## src/design/lmcr_pkg.sv

```systemverilog
// Types and constants of the cascaded LED matrix refresh driver.
package lmcr_pkg;

  // Command codes
  localparam logic [1:0] OP_WRITE   = 2'd0;
  localparam logic [1:0] OP_INIT    = 2'd1;
  localparam logic [1:0] OP_REFRESH = 2'd2;

  // Configuration register indexes
  localparam logic [1:0] CFG_INTENSITY = 2'd0;
  localparam logic [1:0] CFG_SCAN      = 2'd1;
  localparam logic [1:0] CFG_DECODE    = 2'd2;

  // Driver chip register addresses
  localparam logic [7:0] REG_DECODE    = 8'h09;
  localparam logic [7:0] REG_INTENSITY = 8'h0A;
  localparam logic [7:0] REG_SCAN      = 8'h0B;
  localparam logic [7:0] REG_SHUTDOWN  = 8'h0C;
  localparam logic [7:0] REG_TEST      = 8'h0F;

  localparam logic [7:0] NORMAL_OP_DATA = 8'd1;
  localparam logic [7:0] TEST_OFF_DATA  = 8'd0;

  // Init sequence group numbers
  localparam logic [2:0] GRP_DECODE    = 3'd0;
  localparam logic [2:0] GRP_INTENSITY = 3'd1;
  localparam logic [2:0] GRP_SCAN      = 3'd2;
  localparam logic [2:0] GRP_TEST      = 3'd3;
  localparam logic [2:0] GRP_SHUTDOWN  = 3'd4;
  localparam logic [2:0] INIT_LAST_GRP = GRP_SHUTDOWN;

  localparam int FRAME_DEPTH = 32;
  localparam int GRP_W       = 3;   // up to 8 groups
  localparam int CHIP_W      = 3;   // up to 8 chips
  localparam int COUNT_W     = 5;   // word count within one command
  localparam logic [COUNT_W-1:0] MAX_WORD_IDX = 5'd31;

  typedef struct packed {
    logic [1:0] opcode;
    logic [4:0] byte_index;
    logic [7:0] byte_value;
  } in_item_t;

  typedef struct packed {
    logic [15:0] word_out;
    logic [1:0]  chain_slot;
    logic        latch_after;
    logic        last_word;
  } out_item_t;

  // Register address of one init group
  function automatic logic [7:0] init_addr(input logic [GRP_W-1:0] grp);
    logic [7:0] addr;
    case (grp)
      GRP_DECODE:    addr = REG_DECODE;
      GRP_INTENSITY: addr = REG_INTENSITY;
      GRP_SCAN:      addr = REG_SCAN;
      GRP_TEST:      addr = REG_TEST;
      GRP_SHUTDOWN:  addr = REG_SHUTDOWN;
      default:       addr = REG_SHUTDOWN;
    endcase
    return addr;
  endfunction

endpackage

```

## src/design/led_matrix_cascade_refresh.sv

```systemverilog
// Top level of the cascaded LED matrix refresh driver.
//
// The block drives a chain of CHAIN_LENGTH LED driver chips with DIGIT_COUNT
// digits each, at word level: every result item is one 16-bit word (register
// address high byte, data low byte) for a downstream shifter, with its slot in
// the load group, a latch flag after the last chip of each group and a flag
// on the final word of the command. A 32-byte frame store, cleared at reset,
// holds one segment byte per chip and digit at chip*8 + digit. Commands:
// write one frame byte (no result; indexes beyond the chain are
// dropped), init (five broadcast groups: decode mode, intensity, scan limit,
// test off, shutdown off) and refresh (DIGIT_COUNT groups, one word per chip).
// Opcode 3 is dropped. A command never gives more than 32 words; a capped
// command ends on the 32nd word, which carries the last-word flag.
// A command is taken in the idle state; a single sequencer with its group,
// chip and word counters then walks the words and emits one per cycle
// while the output register is free or drained, so output stalls hold it.
// in_ready is low while a command is being walked; the output register lets
// the last word wait while the next item is taken. Configuration writes are
// always ready and land at once; an init uses the settings as each of its
// words is built.
module led_matrix_cascade_refresh #(
  parameter int CHAIN_LENGTH = 4,
  parameter int DIGIT_COUNT  = 8
) (
  input  logic                 clk,
  input  logic                 rst,
  input  logic                 in_valid,
  output logic                 in_ready,
  input  lmcr_pkg::in_item_t   in_data,
  output logic                 out_valid,
  input  logic                 out_ready,
  output lmcr_pkg::out_item_t  out_data,
  input  logic                 cfg_valid,
  output logic                 cfg_ready,
  input  logic [1:0]           cfg_index,
  input  logic [7:0]           cfg_data
);

  localparam logic ST_IDLE = 1'b0;
  localparam logic ST_RUN  = 1'b1;

  localparam logic [lmcr_pkg::CHIP_W-1:0] CHIP_LAST =
    lmcr_pkg::CHIP_W'(CHAIN_LENGTH - 1);
  localparam logic [lmcr_pkg::GRP_W-1:0] DIGIT_LAST =
    lmcr_pkg::GRP_W'(DIGIT_COUNT - 1);
  localparam logic [6:0] FRAME_LIMIT = 7'(CHAIN_LENGTH * 8);

  // Configuration registers
  logic [3:0] intensity_level;
  logic [2:0] scan_limit;
  logic [7:0] decode_mode;

  // Frame store: one segment byte per chip and digit
  logic [7:0] frame_store [lmcr_pkg::FRAME_DEPTH];

  // Sequencer
  logic                              state;
  logic                              refresh_mode;
  logic [lmcr_pkg::GRP_W-1:0]        grp;
  logic [lmcr_pkg::CHIP_W-1:0]       chip;
  logic [lmcr_pkg::COUNT_W-1:0]      count;

  logic                              in_fire;
  logic                              emit;
  logic                              chip_last;
  logic                              grp_last;
  logic                              word_last;
  logic [7:0]                        word_addr;
  logic [7:0]                        word_byte;
  logic [7:0]                        frame_byte;
  lmcr_pkg::out_item_t               word_next;

  assign cfg_ready = 1'b1;
  assign in_ready  = (state == ST_IDLE);
  assign in_fire   = in_valid && in_ready;
  // Load a word whenever the output register is free or being drained
  assign emit      = (state == ST_RUN) && (!out_valid || out_ready);

  always_ff @(posedge clk) begin
    if (rst) begin
      intensity_level <= 4'd15;
      scan_limit      <= 3'd7;
      decode_mode     <= 8'd0;
    end else if (cfg_valid && cfg_ready) begin
      case (cfg_index)
        lmcr_pkg::CFG_INTENSITY: intensity_level <= cfg_data[3:0];
        lmcr_pkg::CFG_SCAN:      scan_limit      <= cfg_data[2:0];
        lmcr_pkg::CFG_DECODE:    decode_mode     <= cfg_data;
        default: ;               // drop writes beyond the register list
      endcase
    end
  end

  // Store frame bytes; positions beyond the chain are dropped
  always_ff @(posedge clk) begin
    if (rst) begin
      for (int i = 0; i < lmcr_pkg::FRAME_DEPTH; i++) begin
        frame_store[i] <= 8'd0;
      end
    end else if (in_fire && in_data.opcode == lmcr_pkg::OP_WRITE &&
                 {2'b00, in_data.byte_index} < FRAME_LIMIT) begin
      frame_store[in_data.byte_index] <= in_data.byte_value;
    end
  end

  // Frame position chip*8 + digit lies in the store only for chips 0 to 3
  always_comb begin
    if (chip[2] == 1'b0) begin
      frame_byte = frame_store[{chip[1:0], grp}];
    end else begin
      frame_byte = 8'd0;
    end
  end

  // Shared word builder: address and data of the current group and chip
  always_comb begin
    if (refresh_mode) begin
      word_addr = 8'(grp) + 8'd1;
      word_byte = frame_byte;
    end else begin
      word_addr = lmcr_pkg::init_addr(grp);
      case (grp)
        lmcr_pkg::GRP_DECODE:    word_byte = decode_mode;
        lmcr_pkg::GRP_INTENSITY: word_byte = {4'd0, intensity_level};
        lmcr_pkg::GRP_SCAN:      word_byte = {5'd0, scan_limit};
        lmcr_pkg::GRP_TEST:      word_byte = lmcr_pkg::TEST_OFF_DATA;
        default:                 word_byte = lmcr_pkg::NORMAL_OP_DATA;
      endcase
    end
  end

  assign chip_last = (chip == CHIP_LAST);
  assign grp_last  = refresh_mode ? (grp == DIGIT_LAST) : (grp == lmcr_pkg::INIT_LAST_GRP);
  // End at the natural last word or at the 32-word cap
  assign word_last = (chip_last && grp_last) || (count == lmcr_pkg::MAX_WORD_IDX);

  always_comb begin
    word_next.word_out    = {word_addr, word_byte};
    word_next.chain_slot  = chip[1:0];
    word_next.latch_after = chip_last;
    word_next.last_word   = word_last;
  end

  always_ff @(posedge clk) begin
    if (rst) begin
      state        <= ST_IDLE;
      refresh_mode <= 1'b0;
      grp          <= '0;
      chip         <= '0;
      count        <= '0;
    end else begin
      case (state)
        ST_IDLE: begin
          if (in_fire && (in_data.opcode == lmcr_pkg::OP_INIT ||
                          in_data.opcode == lmcr_pkg::OP_REFRESH)) begin
            state        <= ST_RUN;
            refresh_mode <= (in_data.opcode == lmcr_pkg::OP_REFRESH);
            grp          <= '0;
            chip         <= '0;
            count        <= '0;
          end
        end
        ST_RUN: begin
          if (emit) begin
            count <= count + 1'b1;
            if (word_last) begin
              state <= ST_IDLE;
            end else if (chip_last) begin
              chip <= '0;
              grp  <= grp + 1'b1;
            end else begin
              chip <= chip + 1'b1;
            end
          end
        end
        default: state <= ST_IDLE;
      endcase
    end
  end

  // Output register
  always_ff @(posedge clk) begin
    if (rst) begin
      out_valid <= 1'b0;
    end else if (emit) begin
      out_valid <= 1'b1;
    end else if (out_ready) begin
      out_valid <= 1'b0;
    end
  end

  always_ff @(posedge clk) begin
    if (emit) begin
      out_data <= word_next;
    end
  end

endmodule

```

## config.mk

```make
export PLATFORM = sky130hd
export DESIGN_NAME = led_matrix_cascade_refresh
export DESIGN_NICKNAME = d
export VERILOG_FILES = /design/src/design/lmcr_pkg.sv /design/src/design/led_matrix_cascade_refresh.sv
export SDC_FILE = /design/constraint.sdc
export NUM_CORES = 1
export LEC_CHECK = 0
export BUFFER_PORTS_ARGS = -buffer_cell sky130_fd_sc_hd__buf_2
export CAP_MARGIN = 5
export CORE_MARGIN = 10
export CORE_UTILIZATION = 50
export DETAILED_ROUTE_END_ITERATION = 8
export PLACE_DENSITY = 0.78
export SYNTH_ARGS = -nofsm -noshare
export SYNTH_HDL_FRONTEND = slang
export SYNTH_SLANG_ARGS = --single-unit
export TNS_END_PERCENT = 20
```

## constraint.sdc

```tcl
create_clock -name clk -period 5.98 [get_ports clk]
set_clock_uncertainty 0.05 [all_clocks]
set_input_delay 0.598 -clock clk [delete_from_list [all_inputs] [get_ports clk]]
set_output_delay 0.598 -clock clk [all_outputs]
set_load 0.005 [all_outputs]
```

==> run_results.csv <==
group,metric,value,unit
status,status,"finished, final reports clean",
final_layout,layout-drive-gt1-share,19.8,%
clocking,clk_path_buf_depth,3,
worst_hold_path,hold_class,"input port to flip-flop",
worst_setup_path,crit_chain,"buf_4 -> mux4_1 -> a22oi_2 -> nand2_1 -> a2111o_1",
yosys,mappedNetlistArea,0.0138,mm²
clocking,post-cts-setup-buffer-count,0,
place,placed_cell_area,0.0143,mm²
clocking,cts-resized-gates,0,
final_layout,multi_input_area,0.00475,mm²
routing,wl,31600,µm
final_layout,nFillCells,2044,
floorplan,die-height,186,µm
power_and_ir_drop,power_density,301,mW/mm²
floorplan,design.core.area,0.0271,mm²
clocking,clkTransAtPathRegs,0.07,ns
final_layout,n_antenna_cell,0,
grt,grt_max_degree,60,
final_layout,fin_area,0.0154,mm²
worst_setup_path,cp_max_fo,37,
power_and_ir_drop,p_leak,5.71,nW
final_layout,layout.nets,1030,
worst_setup_path,crit_path_start_kind,"flip-flop",
worst_setup_path,path_delay_family,"flip-flops",
grt,grt_pass1_wl,48900,µm
floorplan,pin_count,53,
place,port_buffers,47,
clocking,clkLatencyLatePin,0.56,ns
yosys,yosys_warnings,0,
routing,drtPass1Iterations,5,
routing,via_per_inst,5.84,
worst_setup_path,critPathRequiredTime,6.24,ns
sta,rsz0062_at_grt,"no",
floorplan,dieArea,0.0347,mm²
yosys,yosys_most_used_dff,"edfxtp_1",
floorplan,rows,60,
place,dp_slack,2.77,ns
sta,period_needed,3.12,ns
worst_setup_path,path_class,"flip-flop to flip-flop",
worst_setup_path,critPathMaxStageDelay,0.78,ns
sta,slew_headroom,39.5,%
worst_setup_path,cpMaxStageDelayCell,"dfxtp_4",
floorplan,chipWidth,186,µm
flow_run,drv_cap,0,
yosys,async_reset_ff_share,0,%
routing,drcViolationCount,0,
yosys,yosys.area.top_type,"edfxtp_1",
yosys,synthTopCellsByArea,"edfxtp_1, and2_1, mux4_2",
worst_setup_path,cp-end-kind,"flip-flop",
clocking,htree_levels,1,
sta,timing_hold_violations_final,0,
clocking,root_buffer,"clkbuf_16",
clocking,cts_hold_buf,0,
final_layout,ff_latch_area,0.00875,mm²
yosys,syn_area_per_cell,14.3,µm²
sta,worst_pin_slew,0.906,ns
grt,global_route.overflow_total,0,
yosys,synth_cells,965,
sta,setup_tns,0,ns
routing,wl_per_cell,22.8,µm
worst_setup_path,worstPathArrival,3.37,ns
final_layout,area_growth,11.5,%
place,dp_hpwl,20800,µm
clocking,cts_buffers,30,
yosys,ys_seq_area_share,63.2,%
routing,postRouteAntennaNets,0,
power_and_ir_drop,ir_drop,0.210,mV
clocking,cts_tree,"yes",
grt,antenna_found_initial,0,
clocking,clock_sinks,301,
yosys,yosys.cell_types.count,53,
place,gp_congestion,0.856,
routing,dr_total_vias,8089,
worst_setup_path,critical_path_buf_inv_count,1,
routing,drtIter0Drc,908,
sta,timing.final.crit_share,52.1,%
grt,grt_pass1_vias,8034,
yosys,ys_ff_latch,301,
floorplan,initial_utilization,51.1,%
sta,drv_slew,0,
yosys,synth_edf_count,272,
sta,setup_viol,0,
sta,max_freq,321,MHz
sta,setup_slack,2.86,ns
grt,track_usage,17.8,%
yosys,synth.top_cell.area_share,59.0,%
-- through the flow --
stage / power [mW] / util, % / hold WS [ns] / instances
final: 4.65 / 56.9 / 0.210 / 1386
after global routing: 4.77 / 56.9 / 0.217 / 1386
after CTS: 4.66 / 56.9 / 0.197 / 1386
after detailed placement: 2.59 / 52.7 / 0.406 / 1330
after global placement: 2.59 / 52.7 / 0.394 / 1330
after floorplan: 2.51 / - / 0.386 / 968
-- worst paths after layout --
path	startpoint	end	slack (ns)	depth (start not counted)
worst max-delay path	grp[0]	out_data[4]	2.86	5
worst min-delay path	cfg_data[2]	intensity_level[2]	0.21	2
worst max register to register	grp[0]	out_data[4]	2.86	5
worst min register to register	scan_limit[0]	scan_limit[0]	0.42	1
-- where the power goes --
| group | total (mW) | internal, mW | leakage [nW] | switching (mW) |
|---|---|---|---|---|
| clock network | 2.10 | 1.28 | 0.552 | 0.816 |
| logic | 0.179 | 0.0544 | 2.03 | 0.125 |
| registers | 2.37 | 2.34 | 3.13 | 0.0274 |
-- cell usage in the layout, fill, tap and decap left out, types with 14 or more instances in the layout --
master,synthesis,final
a22o_1,14,14
and2_1,257,257
buf_2,7,47
clkbuf_16,0,38
dfxtp_1,29,27
edfxtp_1,272,272
mux2i_1,19,19
mux4_2,59,59
nand2_1,20,20
nor2_1,64,64
or2_2,32,32
-- cell type report --
class | instances | area share [%]
Sequential cell | 301 | 56.7
Multi-Input combinational cell | 592 | 30.8
Clock buffer | 40 | 6.34
Tap cell | 372 | 3.02
Timing Repair Buffer | 52 | 1.77
Clock inverter | 16 | 1.06
Inverter | 13 | 0.316
-- routing by layer --
layer	vias up	wire (µm)	global-route usage [%]
li1	3574	-	-
met1	4030	13600	25.4
met2	436	14300	26.7
met3	49	3080	3.69
met4	0	633	5.69
met5	-	0	0
-- worst register-to-register path, cell delays in order, from the launching register on --
cell and delay (ns):
dfxtp_4 0.78, buf_4 0.69, mux4_1 0.68, a22oi_2 0.19, nand2_1 0.08, a2111o_1 0.40
-- cell families after synthesis --
| logic type | share of synthesized area [%] |
|---|---|
| AO/OA/AOI/OAI | 4.00 |
| flip-flops | 63.2 |
| AND/OR/NAND/NOR | 17.6 |
| XOR/XNOR | 0.127 |
| other | 0.0543 |
| buffers and inverters | 2.55 |
| adder cells (fa/ha/maj) | 0.904 |
| multiplexers | 11.5 |
-- cell usage after synthesis, types with 5 or more instances --
master / number
nand3_1: 12
o21ai_1: 5
nand2b_1: 5
inv_1: 13
buf_4: 8
buf_2: 7
nand2_1: 20
nor2_1: 64
ha_1: 10
or2_2: 32
and2_1: 257
dfxtp_1: 29
nor2b_1: 6
edfxtp_1: 272
mux2i_1: 19
a22oi_1: 8
mux4_2: 59
a211o_1: 7
clkbuf_1: 39
nand3b_1: 5
a22o_1: 14
a21oi_1: 13
nor3_1: 6
o2111ai_1: 6
o31ai_1: 5
-- registers in the layout, indices dropped and copies added, names as in the netlist --
register         cells
chip                 3
grp                  3
out_data            16
refresh_mode         1
state                1
scan_limit           3
out_valid            1
decode_mode          8
frame_store        256
intensity_level      4
count                5
(Power assumes the default switching activity.)
